==> src/rtl/core/fpr_pkg.sv <==
// Shared types and constants for the FIFO page replacement core.
// Used by the controller, datapath and top level; depends on nothing.
package fpr_pkg;

    localparam int VA_WIDTH     = 16;
    localparam int PAGE_BYTES   = 256;
    localparam int OFFSET_W     = $clog2(PAGE_BYTES);
    localparam int NUM_PAGES    = 256;
    localparam int PAGE_W       = $clog2(NUM_PAGES);
    localparam int FRAME_OUT_W  = 4;
    localparam int COUNT_W      = 32;

    typedef enum logic [0:0] {
        ST_IDLE,
        ST_LOOKUP
    } fpr_state_t;

    // Commands from the controller to the datapath.
    typedef struct packed {
        logic capture;
        logic commit;
    } fpr_cmd_t;

    // Status from the datapath to the controller.
    typedef struct packed {
        logic out_stall;
    } fpr_status_t;

endpackage

==> src/rtl/core/fifo_page_replacement_core.sv <==
// FIFO page replacement core: one virtual address in, one hit/fault result out.
// The page table is read at input acceptance; the table update and the result register
// are written on leaving the lookup state, which waits while the result is stalled.
// One address is in flight at a time: the registered table read precedes its write-back;
// a stalled result holds the next lookup until taken.
// Reset (aresetn, synchronous, active low) invalidates every page at once and clears
// the fill count, victim pointer and fault counter. Uses fpr_pkg, fpr_ctrl, fpr_datapath.
module fifo_page_replacement_core #(
    parameter int NUM_FRAMES = 16
) (
    input  logic                              aclk,
    input  logic                              aresetn,
    input  logic                              s_valid,
    output logic                              s_ready,
    input  logic [fpr_pkg::VA_WIDTH-1:0]      s_virtual_address,
    output logic                              m_valid,
    input  logic                              m_ready,
    output logic                              m_page_fault,
    output logic [fpr_pkg::FRAME_OUT_W-1:0]   m_frame_number,
    output logic                              m_evicted,
    output logic [fpr_pkg::PAGE_W-1:0]        m_evicted_page,
    output logic [fpr_pkg::COUNT_W-1:0]       m_fault_total
);

    fpr_pkg::fpr_cmd_t    cmd;
    fpr_pkg::fpr_status_t status;

    fpr_ctrl u_ctrl (
        .aclk    (aclk),
        .aresetn (aresetn),
        .s_valid (s_valid),
        .s_ready (s_ready),
        .status  (status),
        .cmd     (cmd)
    );

    fpr_datapath #(
        .NUM_FRAMES (NUM_FRAMES)
    ) u_datapath (
        .aclk              (aclk),
        .aresetn           (aresetn),
        .cmd               (cmd),
        .status            (status),
        .s_virtual_address (s_virtual_address),
        .m_valid           (m_valid),
        .m_ready           (m_ready),
        .m_page_fault      (m_page_fault),
        .m_frame_number    (m_frame_number),
        .m_evicted         (m_evicted),
        .m_evicted_page    (m_evicted_page),
        .m_fault_total     (m_fault_total)
    );

endmodule

==> src/rtl/core/fpr_ram.sv <==
// Generic single-write, single-read RAM with registered read data.
// Stand-alone; no package dependency.
module fpr_ram #(
    parameter int WIDTH = 8,
    parameter int DEPTH = 16
) (
    input  logic                                   aclk,
    input  logic                                   we,
    input  logic [(DEPTH > 1 ? $clog2(DEPTH) : 1)-1:0] waddr,
    input  logic [WIDTH-1:0]                       wdata,
    input  logic                                   re,
    input  logic [(DEPTH > 1 ? $clog2(DEPTH) : 1)-1:0] raddr,
    output logic [WIDTH-1:0]                       rdata
);

    logic [WIDTH-1:0] mem_reg [DEPTH];
    logic [WIDTH-1:0] rdata_reg;

    always_ff @(posedge aclk) begin
        if (we) begin
            mem_reg[waddr] <= wdata;
        end
        if (re) begin
            rdata_reg <= mem_reg[raddr];
        end
    end

    assign rdata = rdata_reg;

endmodule

==> src/rtl/core/fpr_ctrl.sv <==
// Controller state machine for the FIFO page replacement core.
// Depends on fpr_pkg for the state, command and status types.
module fpr_ctrl (
    input  logic                 aclk,
    input  logic                 aresetn,
    input  logic                 s_valid,
    output logic                 s_ready,
    input  fpr_pkg::fpr_status_t status,
    output fpr_pkg::fpr_cmd_t    cmd
);

    fpr_pkg::fpr_state_t state_reg;
    fpr_pkg::fpr_state_t state_next;

    always_ff @(posedge aclk) begin
        if (!aresetn) begin
            state_reg <= fpr_pkg::ST_IDLE;
        end else begin
            state_reg <= state_next;
        end
    end

    always_comb begin
        state_next = state_reg;
        case (state_reg)
            fpr_pkg::ST_IDLE: begin
                if (s_valid) begin
                    state_next = fpr_pkg::ST_LOOKUP;
                end
            end
            fpr_pkg::ST_LOOKUP: begin
                if (!status.out_stall) begin
                    state_next = fpr_pkg::ST_IDLE;
                end
            end
            default: state_next = fpr_pkg::ST_IDLE;
        endcase
    end

    always_comb begin
        s_ready     = 1'b0;
        cmd.capture = 1'b0;
        cmd.commit  = 1'b0;
        case (state_reg)
            fpr_pkg::ST_IDLE: begin
                s_ready     = 1'b1;
                cmd.capture = s_valid;
            end
            fpr_pkg::ST_LOOKUP: begin
                // The result register must be free or emptying this cycle.
                cmd.commit = !status.out_stall;
            end
            default: begin
                s_ready = 1'b0;
            end
        endcase
    end

    // Only one transaction is in flight at a time.
    assert property (@(posedge aclk) disable iff (!aresetn)
        (s_valid && s_ready) |=> !s_ready)
        else $error("input accepted while a lookup is pending");

    assert property (@(posedge aclk) disable iff (!aresetn)
        cmd.commit |-> (state_reg == fpr_pkg::ST_LOOKUP))
        else $error("commit issued outside the lookup state");

endmodule

==> src/rtl/core/fpr_datapath.sv <==
// Datapath of the FIFO page replacement core: page table, frame owners,
// fill count, victim pointer, fault counter and result register. Uses fpr_pkg and fpr_ram.
module fpr_datapath #(
    parameter int NUM_FRAMES = 16
) (
    input  logic                              aclk,
    input  logic                              aresetn,
    input  fpr_pkg::fpr_cmd_t                 cmd,
    output fpr_pkg::fpr_status_t              status,
    input  logic [fpr_pkg::VA_WIDTH-1:0]      s_virtual_address,
    output logic                              m_valid,
    input  logic                              m_ready,
    output logic                              m_page_fault,
    output logic [fpr_pkg::FRAME_OUT_W-1:0]   m_frame_number,
    output logic                              m_evicted,
    output logic [fpr_pkg::PAGE_W-1:0]        m_evicted_page,
    output logic [fpr_pkg::COUNT_W-1:0]       m_fault_total
);

    localparam int FW  = (NUM_FRAMES > 1) ? $clog2(NUM_FRAMES) : 1;
    localparam int FCW = $clog2(NUM_FRAMES + 1);

    logic [fpr_pkg::NUM_PAGES-1:0]   valid_reg;
    logic [fpr_pkg::NUM_PAGES-1:0]   valid_next;
    logic [FCW-1:0]                  filled_reg;
    logic [FCW-1:0]                  filled_next;
    logic [FW-1:0]                   victim_reg;
    logic [FW-1:0]                   victim_next;
    logic [fpr_pkg::COUNT_W-1:0]     count_reg;
    logic [fpr_pkg::COUNT_W-1:0]     count_next;
    logic [fpr_pkg::PAGE_W-1:0]      page_reg;
    logic                            m_valid_reg;

    logic [fpr_pkg::PAGE_W-1:0]      page_in;
    logic [FW-1:0]                   map_rdata;
    logic [fpr_pkg::PAGE_W-1:0]      owner_rdata;
    logic                            hit;
    logic                            full;
    logic [FW-1:0]                   frame_sel;
    logic                            evict;
    logic [FW+fpr_pkg::FRAME_OUT_W-1:0] frame_ext;

    assign page_in = s_virtual_address[fpr_pkg::VA_WIDTH-1 -: fpr_pkg::PAGE_W];

    // Frame number of each page; meaningful only where the valid bit is set.
    fpr_ram #(
        .WIDTH (FW),
        .DEPTH (fpr_pkg::NUM_PAGES)
    ) u_map_ram (
        .aclk  (aclk),
        .we    (cmd.commit && !hit),
        .waddr (page_reg),
        .wdata (frame_sel),
        .re    (cmd.capture),
        .raddr (page_in),
        .rdata (map_rdata)
    );

    // Page held by each frame. Read at the victim pointer, which only moves
    // once every frame has been written.
    fpr_ram #(
        .WIDTH (fpr_pkg::PAGE_W),
        .DEPTH (NUM_FRAMES)
    ) u_owner_ram (
        .aclk  (aclk),
        .we    (cmd.commit && !hit),
        .waddr (frame_sel),
        .wdata (page_reg),
        .re    (cmd.capture),
        .raddr (victim_reg),
        .rdata (owner_rdata)
    );

    always_comb begin
        hit         = valid_reg[page_reg];
        full        = (filled_reg == FCW'(NUM_FRAMES));
        evict       = !hit && full;
        valid_next  = valid_reg;
        filled_next = filled_reg;
        victim_next = victim_reg;
        count_next  = count_reg;
        if (hit) begin
            frame_sel = map_rdata;
        end else if (!full) begin
            frame_sel = filled_reg[FW-1:0];
        end else begin
            frame_sel = victim_reg;
        end
        if (!hit) begin
            if (count_reg != '1) begin
                count_next = count_reg + 1'b1;
            end
            if (!full) begin
                filled_next = filled_reg + 1'b1;
            end else begin
                valid_next[owner_rdata] = 1'b0;
                victim_next = (victim_reg == FW'(NUM_FRAMES - 1)) ? '0 : victim_reg + 1'b1;
            end
            valid_next[page_reg] = 1'b1;
        end
        frame_ext = {{fpr_pkg::FRAME_OUT_W{1'b0}}, frame_sel};
    end

    always_ff @(posedge aclk) begin
        if (!aresetn) begin
            valid_reg   <= '0;
            filled_reg  <= '0;
            victim_reg  <= '0;
            count_reg   <= '0;
            m_valid_reg <= 1'b0;
        end else begin
            if (cmd.commit) begin
                valid_reg   <= valid_next;
                filled_reg  <= filled_next;
                victim_reg  <= victim_next;
                count_reg   <= count_next;
                m_valid_reg <= 1'b1;
            end else if (m_ready) begin
                m_valid_reg <= 1'b0;
            end
        end
    end

    always_ff @(posedge aclk) begin
        if (cmd.capture) begin
            page_reg <= page_in;
        end
        if (cmd.commit) begin
            m_page_fault   <= !hit;
            m_frame_number <= frame_ext[fpr_pkg::FRAME_OUT_W-1:0];
            m_evicted      <= evict;
            m_evicted_page <= evict ? owner_rdata : '0;
            m_fault_total  <= count_next;
        end
    end

    assign m_valid          = m_valid_reg;
    assign status.out_stall = m_valid_reg && !m_ready;

    assert property (@(posedge aclk) disable iff (!aresetn)
        filled_reg <= FCW'(NUM_FRAMES))
        else $error("fill count beyond the number of frames");

    assert property (@(posedge aclk) disable iff (!aresetn)
        (victim_reg != '0) |-> full)
        else $error("victim pointer moved before all frames were filled");

    assert property (@(posedge aclk) disable iff (!aresetn)
        (m_valid && m_page_fault) |-> (m_fault_total != '0))
        else $error("fault reported with a zero fault total");

    assert property (@(posedge aclk) disable iff (!aresetn)
        (m_valid && m_evicted) |-> m_page_fault)
        else $error("eviction reported on a hit");

endmodule
==> config.mk <==
export PLATFORM = sky130hd
export DESIGN_NAME = fifo_page_replacement_core
export DESIGN_NICKNAME = d
export VERILOG_FILES = /design/src/rtl/core/fpr_pkg.sv /design/src/rtl/core/fifo_page_replacement_core.sv /design/src/rtl/core/fpr_ram.sv /design/src/rtl/core/fpr_ctrl.sv /design/src/rtl/core/fpr_datapath.sv
export SDC_FILE = /design/constraint.sdc
export NUM_CORES = 2
export LEC_CHECK = 0
export BUFFER_PORTS_ARGS = -buffer_cell sky130_fd_sc_hd__buf_4
export CORE_ASPECT_RATIO = 1.1
export CORE_MARGIN = 8
export CORE_UTILIZATION = 45
export CTS_CLUSTER_SIZE = 24
export DETAILED_ROUTE_END_ITERATION = 8
export HOLD_SLACK_MARGIN = 0.03
export SLEW_MARGIN = 20
export SYNTH_ARGS = -nofsm -noshare
export SYNTH_HDL_FRONTEND = slang
export SYNTH_SLANG_ARGS = --single-unit
export TNS_END_PERCENT = 20
==> constraint.sdc <==
create_clock -name aclk -period 21 [get_ports aclk]
set_input_delay 1.05 -clock aclk [delete_from_list [all_inputs] [get_ports aclk]]
set_output_delay 1.05 -clock aclk [all_outputs]
set_load 0.01 [all_outputs]
==> results.toml <==
[status]
status = "finished clean"

[floorplan]
fp.coreArea_mm2 = 0.1379
io_pins = 68
fp-row-count = 143
fp.dieH_um = 406.7
die_w_um = 371.2
dieArea_mm2 = 0.1510
start_util_pct = 45.28

[yosys]
avgSynthCellArea_um2 = 16.25
syn_inst = 3843
synth-simple-area-share_pct = 6.845
synth.top_cell.area_share_pct = 58.56
yosysUniqueCellTypes = 58
syn_nets = 3867
yosys-mux-area-fraction_pct = 16.46
synth_area_leaders = "edfxtp_1 (59%), mux4_2 (16%), dfxtp_1 (9.6%)"
yosys.area_share.xor_xnor_pct = 0.5749
synth_fa_ha_area_share_pct = 0.08013
synth_top_area_cell = "edfxtp_1"
synth-edff-count = 1218
synth_top_family_by_area = "multiplexers"
async_flop_share_pct = 0
seq_area_frac_synth_pct = 68.14
synthFlopType = "edfxtp_1"
synth_compound_area_share_pct = 5.531
yosysWarnings = 0
synth_area_mm2 = 0.06246
synth_seq_cells = 1517

[final_layout]
nets = 3842
syn2layout_area_growth_pct = 11.60
layout_commonest_cell = "edfxtp_1"
nFillCells = 11314
num_antenna_cells = 0
largest_register_ffs = 1024
layout_common_cells = "edfxtp_1 (1,218), mux4_2 (434), nor2_1 (322)"
regArea_mm2 = 0.04256
multi_input_area_mm2 = 0.01851
drive_gt1_share_pct = 21.04
finalInstanceArea_mm2 = 0.06970

[detailed_routing]
viasPerCell = 6.218
postRouteAntennaNets = 0
wire_per_inst_um = 28.97
drc = 0
postRouteWirelength_um = 166800
detail_route.iter0.violations = 4108
drt_first_pass_iters = 6
num_vias = 35798

[sta]
slew_viol_final = 0
tns_ps = 0
setup_viol = 0
hold_viol = 0
tightest_slew_ps = 1163
post-route-period-util_pct = 36.25
fmax_mhz = 131.4
hold_slack_ps = 452.0
layout_setup_ws_ps = 13390
relSlewSlack_pct = 21.78
period_needed_ps = 7612
rsz0062_at_grt = "no"
skew_ps = 31.40

[placed_design]
dpl.hpwl_um = 104700
placed_area_mm2 = 0.06459
place.gp.congestion = 0.8773
portBuffers = 59
place_ws_ps = 13070

[clock_network]
hold_buffers = 0
cts_tree = "yes"
numCtsBuffers = 152
post_cts_resized = 0
clk_pin_slew_ps = 60
cts_max_level = 4
insertion_delay_ps = 790
cts_setup_buffers = 0
clk_path_buf_depth = 3
clkSinkCount = 1517
cts_root_buffer = "clkbuf_16"

[grt]
grt_pass1_wl_um = 245300
grt_pass1_vias = 35505
antenna_found_initial = 1
grt_usage_pct = 21.92
grt_overflow_total = 0
grt_max_degree = 246

[critical_path]
cp-start-kind = "register"
cp_slowest_cell = "mux2_8"
cp_cell_sequence = "buf_4 > buf_4 > mux4_2 > mux2i_1 > o22ai_1 > o32ai_1 > o211ai_1 > buf_4 > and2_4 > inv_2 > buf_4 > mux2_8 > buf_6"
cpPeakStageDelay_ps = 840
worst_ep_arrival_time_ps = 8070
endpoint_kind = "register"
worstPathMaxFanout = 142
reg2reg_slack_ps = 13390
critical_path_class = "reg -> reg"
path_common_cell = "buf_4"
required_ps = 21450

[power_and_ir_drop]
p_per_area_mw_per_mm2 = 93.47
irDropWorstVdd_v = 0.00007693
power_uw = 6515
leakage_uw = 0.02149

[hold_path]
min_path_type = "reg -> reg"

[flow_run]
maxCapViolations = 0
## per-stage QoR
stage | cells | utilization (%)
3_5_place_dp | 5476 | 46.82
2_1_floorplan | 3843 | -
3_3_place_gp | 5476 | 46.82
4_1_cts | 5757 | 50.52
6_report | 5757 | 50.53
5_1_grt | 5757 | 50.53
## final timing paths
kind,startpoint,cells after the start,endpoint
min reg2reg,u_datapath.valid_reg[116],2,u_datapath.valid_reg[116]
min,u_datapath.valid_reg[116],2,u_datapath.valid_reg[116]
max,u_datapath.page_reg[0],13,u_datapath.u_map_ram.mem_reg[109][3]
max reg2reg,u_datapath.page_reg[0],13,u_datapath.u_map_ram.mem_reg[109][3]
## critical path, delay by kind of cell, from the launching register on
family	cells	cell delay, ps
simple gates	1	360
compound gates	3	750
buf+inv	6	3460
flops	1	670
mux	3	1640
## logic make-up (layout without fill, tap and decap cells)
kind of cell,count (synthesis),after routing
muxes,484,484
and+or+nand+nor,923,923
adders and majority gates,4,4
AOI/OAI and AO/OA,508,508
DFF,1517,1517
xor gates and xnor gates,41,41
buffers and inverters,366,468
## where the power goes
group          switching, µW  internal (µW)  leakage [µW]
clock                   1160           1620       0.00250
combinational            287            111       0.00546
sequential              10.1           3320        0.0135
total                   1460           5060        0.0215
## layer usage
metal | vias to the layer above | GRT usage, % | routed length, µm | part of all wire, %
met4 | 0 | 8.789 | 6875 | 4.1
met1 | 18663 | 30.68 | 69960 | 42
met5 | - | 0 | 0 | 0
met2 | 1471 | 34.59 | 78890 | 47
li1 | 15357 | - | - | -
met3 | 307 | 3.444 | 11050 | 6.6
## cell type report
cell class / count / area share [%]
inverters: 54 / 0.2908
clock buffers: 197 / 6.073
multi-input cells: 1960 / 26.56
flip-flops and latches: 1517 / 61.06
well taps: 1812 / 3.253
repair buffers: 133 / 1.517
clock inverters: 84 / 1.248
## synth_stat cells (all sizes together) (12+ instances only)
library cell	count
a21oi	28
a31oi	43
and3	16
buf	86
clkbuf	226
dfxtp	299
edfxtp	1218
inv	54
mux2i	47
mux4	434
nand2	244
nand2b	32
nand3	63
nor2	323
nor2b	18
nor3	40
nor4	115
o21a	57
o21ai	112
o22ai	101
o311ai	97
o31a	21
o31ai	12
or2	13
or3	24
xnor2	14
xor2	27
Note: power is estimated with default switching activity, not from simulation.
